`src/hw/rtl/tps_pkg.sv`:
```
// ----------------------------------------------------------------------------
// tps_pkg
// Shared constants, types and sequencer states of the tick priority scheduler.
// ----------------------------------------------------------------------------
package tps_pkg;

    localparam int TASK_COUNT = 16;
    localparam int IDX_W      = 4;
    localparam int CNT_W      = 4;
    localparam int PRIO_W     = 64;
    localparam int ADDR_W     = (TASK_COUNT > 1) ? $clog2(TASK_COUNT) : 1;

    typedef logic [IDX_W-1:0]  t_idx;
    typedef logic [CNT_W-1:0]  t_cnt;
    typedef logic [ADDR_W-1:0] t_addr;

    localparam t_idx IDLE_TASK = t_idx'(0);
    localparam t_idx FIRST_IDX = t_idx'(1);
    localparam t_idx LAST_IDX  = t_idx'(TASK_COUNT - 1);

    typedef enum logic [2:0] {
        S_IDLE,
        S_SCAN,
        S_SCAN_END,
        S_RELOAD,
        S_DONE
    } t_state;

    // Access to the counter store: one write and one read address.
    typedef struct packed {
        logic  wr_en;
        t_addr wr_addr;
        t_cnt  wr_data;
        t_addr rd_addr;
    } t_mem_req;

endpackage

```
`src/hw/rtl/tps_cnt_mem.sv`:
```
// ----------------------------------------------------------------------------
// tps_cnt_mem
// Remaining-time counter store: one write and one registered read per cycle,
// with a valid bit per entry so that unwritten entries read as zero.
// ----------------------------------------------------------------------------
module tps_cnt_mem (
    input  logic             i_clk,
    input  logic             i_rst_n,
    input  tps_pkg::t_mem_req i_req,
    output tps_pkg::t_cnt    o_rd_cnt
);
    import tps_pkg::*;

    t_cnt                  r_mem [TASK_COUNT];
    logic [TASK_COUNT-1:0] r_valid;
    t_cnt                  r_rd_data;
    logic                  r_rd_valid;

    always_ff @(posedge i_clk) begin
        if (i_req.wr_en) begin
            r_mem[i_req.wr_addr] <= i_req.wr_data;
        end
        r_rd_data <= r_mem[i_req.rd_addr];
    end

    always_ff @(posedge i_clk) begin
        if (!i_rst_n) begin
            r_valid    <= '0;
            r_rd_valid <= 1'b0;
        end else begin
            if (i_req.wr_en) begin
                r_valid[i_req.wr_addr] <= 1'b1;
            end
            r_rd_valid <= r_valid[i_req.rd_addr];
        end
    end

    assign o_rd_cnt = r_rd_valid ? r_rd_data : '0;

endmodule

```
`src/hw/rtl/tick_priority_task_scheduler_top.sv`:
```
// ----------------------------------------------------------------------------
// tick_priority_task_scheduler_top
// When the running task keeps the CPU or the tick bit is 0, no scan runs.
// A scheduling pass scans one task per cycle through one compare unit and
// the single counter read port; a pass with refill adds S_RELOAD and a
// second scan. One tick in flight at a time. Synchronous active-low reset
// clears all counters, the priorities and the running task (idle).
// ----------------------------------------------------------------------------
module tick_priority_task_scheduler_top (
    input  logic                  i_clk,
    input  logic                  i_rst_n,
    input  logic                  i_tick_valid,
    output logic                  o_tick_ready,
    input  logic                  i_tick,
    input  logic                  i_cfg_valid,
    output logic                  o_cfg_ready,
    input  logic [tps_pkg::PRIO_W-1:0] i_task_priorities,
    output logic                  o_result_valid,
    input  logic                  i_result_ready,
    output logic                  o_switched,
    output tps_pkg::t_idx         o_task_id,
    output tps_pkg::t_cnt         o_remaining,
    output logic                  o_reloaded,
    output logic                  o_none_ready
);
    import tps_pkg::*;

    t_state r_state, n_state;

    logic [PRIO_W-1:0] r_prio;
    t_idx   r_cur, r_prev, r_idx, r_pend_idx, r_best;
    t_cnt   r_run_cnt, r_best_cnt;
    logic   r_pend, r_rel, r_none;

    logic   r_out_valid, r_out_switched, r_out_reloaded, r_out_none;
    t_idx   r_out_task;
    t_cnt   r_out_remaining;

    t_mem_req mem_req;
    t_cnt     rd_cnt;
    logic     tick_xfer, keep_run, out_free, cmp_take;
    t_idx     n_best;
    t_cnt     n_best_cnt, prio_nib;

    tps_cnt_mem u_cnt_mem (
        .i_clk    (i_clk),
        .i_rst_n  (i_rst_n),
        .i_req    (mem_req),
        .o_rd_cnt (rd_cnt)
    );

    assign tick_xfer = i_tick_valid && o_tick_ready;
    assign keep_run  = i_tick && (r_cur != IDLE_TASK) && (r_run_cnt != '0);
    assign out_free  = !r_out_valid || i_result_ready;

    // shared compare unit: largest nonzero counter, ties to the higher index
    assign cmp_take   = r_pend && (rd_cnt != '0) && (rd_cnt >= r_best_cnt);
    assign n_best     = cmp_take ? r_pend_idx : r_best;
    assign n_best_cnt = cmp_take ? rd_cnt : r_best_cnt;

    assign prio_nib = r_prio[{r_idx, 2'b00} +: CNT_W];

    // next state
    always_comb begin
        n_state = r_state;
        case (r_state)
            S_IDLE: begin
                if (tick_xfer) begin
                    n_state = (i_tick && !keep_run) ? S_SCAN : S_DONE;
                end
            end
            S_SCAN: begin
                if (r_idx == LAST_IDX) begin
                    n_state = S_SCAN_END;
                end
            end
            S_SCAN_END: begin
                n_state = (n_best == IDLE_TASK && !r_rel) ? S_RELOAD : S_DONE;
            end
            S_RELOAD: begin
                if (r_idx == LAST_IDX) begin
                    n_state = S_SCAN;
                end
            end
            S_DONE: begin
                if (out_free) begin
                    n_state = S_IDLE;
                end
            end
            default: n_state = S_IDLE;
        endcase
    end

    // outputs of the sequencer
    always_comb begin
        o_tick_ready    = 1'b0;
        mem_req.wr_en   = 1'b0;
        mem_req.wr_addr = r_cur[ADDR_W-1:0];
        mem_req.wr_data = r_run_cnt - t_cnt'(1);
        mem_req.rd_addr = r_idx[ADDR_W-1:0];
        case (r_state)
            S_IDLE: begin
                o_tick_ready  = 1'b1;
                mem_req.wr_en = tick_xfer && keep_run;
            end
            S_SCAN_END: begin
                mem_req.wr_en   = (n_best != IDLE_TASK) && (n_best != r_cur);
                mem_req.wr_addr = n_best[ADDR_W-1:0];
                mem_req.wr_data = n_best_cnt - t_cnt'(1);
            end
            S_RELOAD: begin
                mem_req.wr_en   = 1'b1;
                mem_req.wr_addr = r_idx[ADDR_W-1:0];
                mem_req.wr_data = prio_nib;
            end
            default: begin
            end
        endcase
    end

    assign o_cfg_ready = 1'b1;

    always_ff @(posedge i_clk) begin
        if (!i_rst_n) begin
            r_state     <= S_IDLE;
            r_prio      <= '0;
            r_cur       <= IDLE_TASK;
            r_prev      <= IDLE_TASK;
            r_run_cnt   <= '0;
            r_idx       <= FIRST_IDX;
            r_pend      <= 1'b0;
            r_pend_idx  <= IDLE_TASK;
            r_best      <= IDLE_TASK;
            r_best_cnt  <= '0;
            r_rel       <= 1'b0;
            r_none      <= 1'b0;
            r_out_valid <= 1'b0;
        end else begin
            r_state <= n_state;
            if (i_cfg_valid && o_cfg_ready) begin
                r_prio <= i_task_priorities;
            end
            r_pend     <= (r_state == S_SCAN);
            r_pend_idx <= r_idx;
            // transfer the result once the output slot is free
            if (r_state == S_DONE && out_free) begin
                r_out_valid <= 1'b1;
            end else if (r_out_valid && i_result_ready) begin
                r_out_valid <= 1'b0;
            end
            case (r_state)
                S_IDLE: begin
                    if (tick_xfer) begin
                        r_prev     <= r_cur;
                        r_rel      <= 1'b0;
                        r_none     <= 1'b0;
                        r_idx      <= FIRST_IDX;
                        r_best     <= IDLE_TASK;
                        r_best_cnt <= '0;
                        if (keep_run) begin
                            r_run_cnt <= r_run_cnt - t_cnt'(1);
                        end
                    end
                end
                S_SCAN: begin
                    r_best     <= n_best;
                    r_best_cnt <= n_best_cnt;
                    r_idx      <= r_idx + t_idx'(1);
                end
                S_SCAN_END: begin
                    r_idx <= FIRST_IDX;
                    if (n_best == IDLE_TASK) begin
                        if (r_rel) begin
                            r_none    <= 1'b1;
                            r_cur     <= IDLE_TASK;
                            r_run_cnt <= '0;
                        end
                    end else if (n_best != r_cur) begin
                        r_cur     <= n_best;
                        r_run_cnt <= n_best_cnt - t_cnt'(1);
                    end else begin
                        r_run_cnt <= n_best_cnt;
                    end
                end
                S_RELOAD: begin
                    if (r_idx == LAST_IDX) begin
                        r_idx      <= FIRST_IDX;
                        r_rel      <= 1'b1;
                        r_best     <= IDLE_TASK;
                        r_best_cnt <= '0;
                    end else begin
                        r_idx <= r_idx + t_idx'(1);
                    end
                end
                default: begin
                end
            endcase
        end
    end

    always_ff @(posedge i_clk) begin
        if (r_state == S_DONE && out_free) begin
            r_out_switched  <= (r_cur != r_prev);
            r_out_task      <= r_cur;
            r_out_remaining <= r_run_cnt;
            r_out_reloaded  <= r_rel;
            r_out_none      <= r_none;
        end
    end

    assign o_result_valid = r_out_valid;
    assign o_switched     = r_out_switched;
    assign o_task_id      = r_out_task;
    assign o_remaining    = r_out_remaining;
    assign o_reloaded     = r_out_reloaded;
    assign o_none_ready   = r_out_none;

endmodule

```
`config.mk`:
```
export PLATFORM = sky130hd
export DESIGN_NAME = tick_priority_task_scheduler_top
export DESIGN_NICKNAME = d
export VERILOG_FILES = /design/src/hw/rtl/tps_pkg.sv /design/src/hw/rtl/tps_cnt_mem.sv /design/src/hw/rtl/tick_priority_task_scheduler_top.sv
export SDC_FILE = /design/constraint.sdc
export NUM_CORES = 1
export LEC_CHECK = 0
export BUFFER_PORTS_ARGS = -buffer_cell sky130_fd_sc_hd__buf_4
export CAP_MARGIN = 20
export CORE_MARGIN = 2
export CORE_UTILIZATION = 43
export DETAILED_ROUTE_END_ITERATION = 12
export GPL_ROUTABILITY_DRIVEN = 1
export PLACE_DENSITY = 0.63
export RECOVER_POWER = 50
export SYNTH_ARGS = -nofsm -noshare
export SYNTH_HDL_FRONTEND = slang
export SYNTH_SLANG_ARGS = --single-unit
```
`constraint.sdc`:
```
create_clock -name i_clk -period 4 [get_ports i_clk]
set_input_delay 0.6 -clock i_clk [delete_from_list [all_inputs] [get_ports i_clk]]
set_output_delay 0.6 -clock i_clk [all_outputs]
set_load 0.005 [all_outputs]
```
* Yosys cells after proc, flatten, opt, wreduce, memory -nomap -nowiden *
Memory sizes are Yosys's and may differ from the RTL's. A register that Yosys moved wholly into a read port is not among the register bits.
Index checks and enable logic that the tools add are counted.

operators by class
  $add $sub $neg = 3
  multipliers = 0
  div/mod/pow operators = 0
  $lt $le $gt $ge = 4
  equal/unequal tests = 16
  shifts and indexed selects = 1
  mux-type cells = 42
  bitwise gates (word level) = 1
  reduce and logical (&&, ||, !) cells = 36

operator list
  operator             count
  $shiftx 64x7->4      1
  $mux 4               14
  $pmux 4 s3           2
  $reduce_bool 4->1    5
  $mux 3               6
  $ne 2x2->1 const B   8
  $or 16x16->16        1
  $pmux 4 s4           1
  $pmux 8 s2           1
  $pmux 3 s5           1
  $logic_and 1x1->1    12
  $reduce_and 4->1     3
  $mux 1               11
  $lt 4x5->1 const B   2
  $reduce_and 3->1     3
  $ne 4x4->1           2
  $pmux 4 s2           1
  $reduce_bool 2->1    4
  $sub 4x1->4 const B  2
  $eq 3x2->1 const B   2
  $add 4x1->4 const B  1
  $bmux 1 s4           1
  $demux 1 s4          1
  $eq 4x4->1 const B   1
  13 further kinds     17

storage, ports and cells
  register bits = 127
  latch bits = 0
  RAM bits = 64
  bits in read-only memories = 0
  bits of input ports = 70
  word-level logic and storage cells = 124
  memories kept = 1

memory list
  memory           depth  bits a word  read ports  clocked after memory_dff  wr ports  line               RTL
  u_cnt_mem.r_mem  16     4            1           1                         1         tps_cnt_mem.sv:14  t_cnt r_mem [TASK_COUNT];

* Logic depth before layout (Yosys ltp) *
Gate-level depths: netlist (run 1).

  depth in word-level cells = 12
  mapped depth = 15
  gate-level depth less buffers = 11

* Modules after synthesis *
A second synthesis (run 1) with hierarchy kept.

unflattened totals
  cell total of the unflattened synthesis = 688
  area total of the unflattened synthesis = 8439.3 um2

by module, submodules not included
  module                            instances  cells an instance  area each (um2)  seq. area each (um2)
  tick_priority_task_scheduler_top  1          504                5136.2           2312.2
  tps_cnt_mem                       1          184                3303.2           2342.2

* Least setup slack after synthesis (run 1) *
Ideal clock, no wire load.

  path type = flip-flop to flip-flop
  start = reg u_cnt_mem.r_rd_valid
  end = mem u_cnt_mem.r_mem[6][0] in the netlist's numbering, enable pin
  setup time = 0.361 ns
  arrival time = 3.154 ns
  required time = 3.639 ns
  slack = 0.484 ns
  stages on the path, launching flop included = 16
  buffers on the path = 4
  period minus slack after synthesis = 3.516 ns
  cell sequence = dfxtp_1 > buf_6 > and2_1 > ha_1 > a211oi_1 > a2bb2oi_1 > a311o_1 > nand2b_4 > buf_6 > mux2_4 > xor2_1 > o31ai_1 > and2_1 > buf_6 > buf_6 > nor3_1

on the way
  cells in the longest elaborated chain, start to end = 10

RTL lines
  element                                                             line                                     RTL
  start, declared                                                     tps_cnt_mem.sv:17                        logic r_rd_valid;
  start signal, assigned                                              tps_cnt_mem.sv:34                        r_rd_valid <= r_valid[i_req.rd_addr];
  $mux 4 (*)                                                          tps_cnt_mem.sv:38                        assign o_rd_cnt = r_rd_valid ? r_rd_data : '0;
  parallel branches: the longest is 2 deep, another holds $ge 4x4->1  --
  $logic_and 1x1->1 (*)                                               tick_priority_task_scheduler_top.sv:57   assign cmp_take = r_pend && (rd_cnt != '0) && (rd_cnt >= r_best_cnt);
  $mux 4 (*)                                                          tick_priority_task_scheduler_top.sv:58   assign n_best = cmp_take ? r_pend_idx : r_best;
  $ne 4x4->1 / $reduce_bool 4->1 (equally long branches)              tick_priority_task_scheduler_top.sv:107  mem_req.wr_en = (n_best != IDLE_TASK) && (n_best != r_cur);
  $logic_and 1x1->1                                                   tick_priority_task_scheduler_top.sv:107
  $pmux 1 s3                                                          tick_priority_task_scheduler_top.sv:101  case (r_state)
  $mux 1                                                              tps_cnt_mem.sv:20                        if (i_req.wr_en) begin
  $mux 1 (not written as such)                                        tps_cnt_mem.sv:21                        r_mem[i_req.wr_addr] <= i_req.wr_data;
  end, declared                                                       tps_cnt_mem.sv:14

Every way passes the cells marked *.

* Worst setup path after layout (run 1) *
  start = reg u_cnt_mem.r_rd_valid
  end = mem u_cnt_mem.r_mem[6][2] in the netlist's numbering, enable pin

Same word-level chain as after synthesis.

==> run_results.csv, run 1 <==
group,metric,value,unit
status,status,"finished with violations",
status,violations,"max-capacitance violations, max-slew violations",
drt,wl,20.0,mm
floorplanning,die_h,145,µm
logic_synthesis,synth_enable_flop_cells,75,
worst_setup_path,critPathArrivalTime,3.95,ns
layout,largestRegisters,"r_prio: 64 flops, u_cnt_mem.r_mem: 64 flops, u_cnt_mem.r_valid: 16 flops",
timing,finalSetupTns,0,ns
timing,fin_skew,0.0175,ns
clocking,clock_latency,0.44,ns
logic_synthesis,yosysSeqAreaShare,54.3,%
floorplanning,fp-row-count,51,
flow_run,drv_cap,2,
logic_synthesis,syn_area,0.00857,mm²
timing,fmax,0.258,GHz
clocking,cts_made_buffers,17,
logic_synthesis,synth.top_cells.by_area,"dfxtp_1, edfxtp_1, mux4_2",
floorplanning,die_w,145,µm
worst_setup_path,critical_path_depth,11,
worst_setup_path,crit_top_cell,"and2_1",
worst_setup_path,crit_chain,"and2_1 > ha_1 > a211oi_1 > a2bb2oi_1 > a311o_1 > nand2b_4 > mux2_4 > xor2_1 > o31ai_1 > and2_1 > nor3_1",
grt,grt_max_degree,81,
layout,post-route-util,51.2,%
worst_setup_path,start_kind,"flip-flop",
worst_setup_path,critPathKind,"reg -> reg",
logic_synthesis,synth_top_area_share,28.0,%
clocking,cts_tree,"built",
clocking,post_cts_resized,0,
logic_synthesis,synth_cells,718,
place,portBuffers,82,
floorplanning,fp.coreArea,0.0195,mm²
pwr,p_per_area,450,mW/mm²
min_path,min_path_cells,3,
logic_synthesis,ys.flop_type,"dfxtp_1",
clocking,cts.sinks,195,
drt,vias,5871,
clocking,clk_pin_slew,0.08,ns
clocking,htreeDepth,4,
logic_synthesis,yosysWarnings,0,
floorplanning,io_pins,84,
timing,worst_slew_pin_slew,1.80,ns
timing,slew_headroom,-19.8,%
min_path,min_path_type,"in -> reg",
grt,antenna_found_initial,0,
layout,fill_cells,1734,
clocking,clk_path_buf_depth,2,
drt,viasPerCell,5.51,
layout,drive_gt1_share,22.5,%
logic_synthesis,async_reset_ff_share,0,%
drt,route.detailed.drc,0,
timing,finalSetupViolCount,0,
place,gp_congestion,0.854,
logic_synthesis,yosysTopAreaCell,"dfxtp_1",
logic_synthesis,synth_seq_cells,195,
layout,diodes,0,
logic_synthesis,synth_cell_types,56,
clocking,holdBufCountCts,0,
pwr,leakagePower,3.80,nW
floorplanning,initial_core_util,43.9,%
layout,syn_to_final_growth,16.6,%
worst_setup_path,cp_slowest_stage_delay,0.52,ns
clocking,post_cts_buffers,0,
pwr,peakVddDrop,0.000288,V
worst_setup_path,cp.required,4.07,ns
drt,wire_per_inst,18.7,µm
grt,grt_usage,19.2,%
layout,nets,864,
timing,rsz0062_at_grt,"true",
worst_setup_path,worst-path-buf-inv,0,
grt,grt_pass1_vias,5842,
logic_synthesis,syn_nets,794,
clocking,cts-root-buf,"clkbuf_16",
drt,ant_nets,0,
worst_setup_path,cp-end-kind,"flip-flop",
timing,maxSlewViolCount,124,
worst_setup_path,worst_r2r_path_depth,11,
drt,first_pass_iters,5,
timing,min_period,3.88,ns
timing,period_share,96.9,%
floorplanning,die-area,0.0211,mm²
place,dp_hpwl,14.0,mm
grt,grt_overflow,0,
grt,grt_first_pass_wirelength,31.9,mm
drt,drt_iter0_drc,504,
timing,hold_viol,0,
logic_synthesis,synth.avg_cell_area,11.9,µm²
worst_setup_path,cpLargestDelayFamily,"simple AND/OR/NAND/NOR gates",
worst_setup_path,crit_fanout,9,
worst_setup_path,cp_slowest_cell,"nor3_1",
-- layer usage --
metal | track usage, % | wire length [µm] | vias to the layer above
met5 | 0 | 0 | -
met4 | 6.13 | 209 | 0
met3 | 3.62 | 795 | 19
met2 | 32.5 | 9970 | 165
met1 | 25.1 | 9000 | 2910
li1 | - | - | 2777
-- Yosys cell counts (2+ instances only) --
master       n
or4_1        2
nor3_1      12
o31ai_1     14
nand2_1     52
xor2_1       3
nor2b_1      4
buf_6        4
nand3b_1     2
xnor2_1      8
a2111oi_0    2
and3_1       2
inv_1       13
a221oi_1     2
a21oi_1     18
a21o_1       3
a22o_1       5
nor3b_1      3
nand2b_1     4
mux2i_1     76
nor2_1     101
a31o_2       2
a311o_1      2
a31oi_1      5
clkbuf_1    35
and2_1       9
edfxtp_1    75
a211o_1      3
o21a_1       5
o211ai_1     6
nor4_1       4
buf_1        8
dfxtp_1    120
mux2_4       2
nand3_1     10
o21ai_0     27
a211oi_1     6
ha_1         6
mux4_2      45
-- kinds of logic after synthesis --
| logic type | Yosys count | share of synthesized area (%) |
|---|---|---|
| simple gates | 212 | 11.0 |
| flops | 195 | 54.3 |
| mux | 123 | 21.0 |
| compound gates | 106 | 8.24 |
| buf+inv | 63 | 3.17 |
| xor+xnor | 12 | 1.31 |
| fa+ha+maj | 6 | 0.876 |
| other cells | 1 | 0.0437 |
-- power breakdown --
part,leakage (nW),total [mW],switching (mW),internal [mW]
Combinational,1.86,0.574,0.312,0.261
Sequential,1.65,2.24,0.0623,2.18
Clock,0.291,1.69,0.793,0.895
-- worst reg2reg max path, cell delays in order (launching register included) --
cell	delay (ns)
dfxtp_1	0.47
and2_1	0.20
ha_1	0.24
a211oi_1	0.07
a2bb2oi_1	0.15
a311o_1	0.37
nand2b_4	0.23
mux2_4	0.38
xor2_1	0.34
o31ai_1	0.21
and2_1	0.33
nor3_1	0.53
-- cell type report --
cell class                 count  area (µm²)  share of cell area [%]
clock inverter                12         110                    1.10
inverter                      14        52.6                   0.525
clock buffer                  20         479                    4.79
tap                          265         332                    3.31
timing repair buffer         100         726                    7.26
multi-input combinational    460        3650                    36.5
sequential                   195        4650                    46.5
-- path summary, 6_finish.rpt --
kind / start / endpoint / slack, ns
worst min register to register: r_none / o_none_ready / 0.45
worst max register to register: u_cnt_mem.r_rd_valid / u_cnt_mem.r_mem[6][2] / 0.12
worst max-delay path: u_cnt_mem.r_rd_valid / u_cnt_mem.r_mem[6][2] / 0.12
worst min-delay path: i_task_priorities[24] / r_prio[24] / 0.40
-- stage by stage --
step	setup slack (ns)	instances	total power, mW	hold slack [ns]	area [µm²]
2_1_floorplan	0.484	718	2.64	0.403	8570
3_3_place_gp	0.346	1033	2.85	0.420	9440
3_5_place_dp	0.172	1033	2.87	0.420	9440
4_1_cts	0.151	1065	4.54	0.381	10000
5_1_grt	-0.149	1066	4.67	0.394	10000
6_report	0.123	1066	4.50	0.397	10000
-- layout by cell type, fill, tap and decap left out, types with 11 or more instances in the layout --
| cell | n |
|---|---|
| nor2_1 | 101 |
| buf_4 | 82 |
| inv_1 | 13 |
| clkbuf_16 | 19 |
| o31ai_1 | 14 |
| a21oi_1 | 18 |
| o21ai_0 | 27 |
| nand2_1 | 52 |
| edfxtp_1 | 75 |
| dfxtp_1 | 120 |
| nor3_1 | 12 |
| clkbuf_4 | 11 |
| mux4_2 | 45 |
| mux2i_1 | 76 |
Power figures use the tool's default switching activity.
==> inputs of run 2 (changes only) <==
Settings changed: CORE_MARGIN 2 to not set.
==> run 2 against run 1 <==
Effect of this change:
- the flow still finishes with violations (max-capacitance violations, max-slew violations)
- sequential share of layout area down 0.31 points
- sequential power about the same
- clock power about the same
- clock-buffer cell count up 1
- non-clock buffer count down 1
- critical path type unchanged
- critical endpoint is now u_cnt_mem.r_mem[12][0]
==> run_results.csv, run 2 (synthesis gave the netlist of run 1 again) <==
group,metric,value,unit
status,status,"finished with violations",
status,violations,"max-capacitance violations, max-slew violations",
clocking,htreeDepth,4,
timing,fmax,0.270,GHz
min_path,min_path_cells,3,
clocking,cts-root-buf,"clkbuf_16",
place,portBuffers,82,
floorplanning,die_w,143,µm
worst_setup_path,r2r_slack,0.30,ns
worst_setup_path,cpLargestDelayFamily,"compound AO/OA/AOI/OAI gates",
floorplanning,initial_core_util,43.9,%
floorplanning,fp.coreArea,0.0195,mm²
clocking,clk_pin_slew,0.08,ns
drt,viasPerCell,5.49,
timing,period_share,92.5,%
worst_setup_path,start_kind,"flip-flop",
place,placed_area,0.00943,mm²
place,dp_hpwl,14.3,mm
drt,wl,20.4,mm
layout,seqCellArea,0.00465,mm²
timing,fin_skew,0.0110,ns
layout,layout_commonest_cell,"dfxtp_1",
grt,grt_pass1_vias,5981,
floorplanning,die_h,143,µm
clocking,holdBufCountCts,0,
worst_setup_path,rr_startpoint,"u_cnt_mem.r_rd_valid",
pwr,leakagePower,3.81,nW
clocking,cts.sinks,195,
worst_setup_path,cp-end-kind,"flip-flop",
clocking,clk_path_buf_depth,2,
timing,hold_viol,0,
pwr,p_per_area,450,mW/mm²
layout,largestRegisters,"r_prio: 64 flops, u_cnt_mem.r_mem: 64 flops, u_cnt_mem.r_valid: 16 flops",
timing,slew_headroom,-38.0,%
min_path,min_path_type,"in -> reg",
layout,diodes,0,
worst_setup_path,setup.worst_path.start,"u_cnt_mem.r_rd_valid",
worst_setup_path,r2r-end,"u_cnt_mem.r_mem[12][0]",
worst_setup_path,critPathKind,"reg -> reg",
floorplanning,io_pins,84,
layout,syn_to_final_growth,17.4,%
clocking,cts_made_buffers,17,
drt,route.detailed.drc,0,
layout,multiInputGateArea,0.00371,mm²
min_path,worstHoldStart,"i_task_priorities[24]",
layout,final_cell_mix,"dfxtp_1, nor2_1, buf_4, mux2i_1, edfxtp_1",
grt,grt_usage,21.3,%
worst_setup_path,cp.required,4.09,ns
worst_setup_path,cp_slowest_stage_delay,0.45,ns
layout,drive_gt1_share,24.3,%
min_path,holdPathEnd,"r_prio[24]",
layout,fill_cells,1732,
pwr,peakVddDrop,0.000337,V
clocking,cts_tree,"built",
timing,maxSlewViolCount,189,
timing,worst_slew_pin_slew,2.07,ns
grt,grt_max_degree,81,
grt,grt_first_pass_wirelength,32.7,mm
timing,min_period,3.70,ns
timing,finalSetupTns,0,ns
layout,finish.instance_area,0.0101,mm²
worst_setup_path,worst-path-buf-inv,0,
clocking,clock_latency,0.43,ns
timing,rsz0062_at_grt,"false",
timing,finalSetupViolCount,0,
place,gp_congestion,0.861,
floorplanning,fp-row-count,51,
worst_setup_path,worst_r2r_path_depth,11,
drt,ant_nets,0,
floorplanning,die-area,0.0205,mm²
grt,antenna_found_initial,0,
drt,wire_per_inst,19.2,µm
worst_setup_path,cp_slowest_cell,"a211o_1",
drt,drt_iter0_drc,572,
grt,grt_overflow,0,
worst_setup_path,critPathArrivalTime,3.79,ns
layout,nets,863,
drt,vias,5849,
worst_setup_path,crit_fanout,9,
worst_setup_path,crit_chain,"and2_1 > ha_1 > a211oi_1 > a2bb2oi_1 > a311o_1 > nand2b_4 > mux2i_2 > o31a_2 > o31ai_1 > a211o_1 > nor2_1",
flow_run,drv_cap,3,
drt,first_pass_iters,5,
## run 2: cell types whose count changed in the layout (fill, tap and decap cells not counted), moves of 2 or more
cell and delta:
clkbuf_4 +2, clkinv_4 +2, buf_4 -5, nor3_2 +7
nor2_1 -2, clkbuf_8 +2, clkbuf_2 +3, nor2_2 +2
nor3_1 -8, clkbuf_1 -2
## run 2: timing repair
action	in CTS	in global routing
setup endpoints to repair	0	64
buffers inserted	0	0
resized for setup	0	14
endpoints found under the hold margin	0	0
## run 2: final cells by class
class	instances	area share, %
Clock inverter	11	1.01
Sequential cell	195	46.2
Timing Repair Buffer	99	7.09
Clock buffer	21	5.00
Multi-Input combinational cell	460	36.9
Tap cell	265	3.29
Inverter	14	0.522
## run 2: layer usage
layer  up-vias  share of wire (%)  track usage (%)  routed length [µm]
li1       2776                  -                -                   -
met2       155                 50             35.3               10100
met1      2895                 45             28.1                9170
met3        23                3.8             4.16                 780
met5         -                  0                0                   0
met4         0                1.6             6.94                 333
## run 2: report_power, final
group          leakage [nW]  switching [mW]  internal, mW  total (mW)
Combinational          1.86           0.322         0.263       0.585
Sequential             1.65          0.0584          2.18        2.24
Clock                 0.301           0.785         0.929        1.71
## run 2: tightest hold or removal path, stage by stage
cell and delay (ns):
buf_4 0.08, mux2i_1 0.05, nor2_1 0.07
## run 2: how the worst max path moves through the flow
| stage | endpoint | slack (ns) | cells after the start |
|---|---|---|---|
| 4_1_cts | u_cnt_mem.r_mem[4][0] | 0.11 | 11 |
| 5_1_grt | u_cnt_mem.r_mem[12][0] | 0.02 | 11 |
| 3_5_place_dp | u_cnt_mem.r_mem[4][3] | 0.1 | 11 |
| 6_report | u_cnt_mem.r_mem[12][0] | 0.30 | 11 |
| 3_3_place_gp | u_cnt_mem.r_mem[5][0] | 0.34 | 11 |
| 2_1_floorplan | u_cnt_mem.r_mem[6][0] | 0.48 | 15 |
## run 2: metrics by stage
step / setup WS (ns) / total power [mW] / instances / util [%] / hold slack (ns)
after floorplan: 0.484 / 2.64 / 718 / - / 0.403
after global placement: 0.342 / 2.85 / 1032 / 48.3 / 0.420
after detailed placement: 0.0953 / 2.86 / 1032 / 48.3 / 0.423
after CTS: 0.108 / 4.56 / 1064 / 51.4 / 0.392
after global routing: 0.0228 / 4.72 / 1065 / 51.6 / 0.397
final: 0.299 / 4.53 / 1065 / 51.6 / 0.402
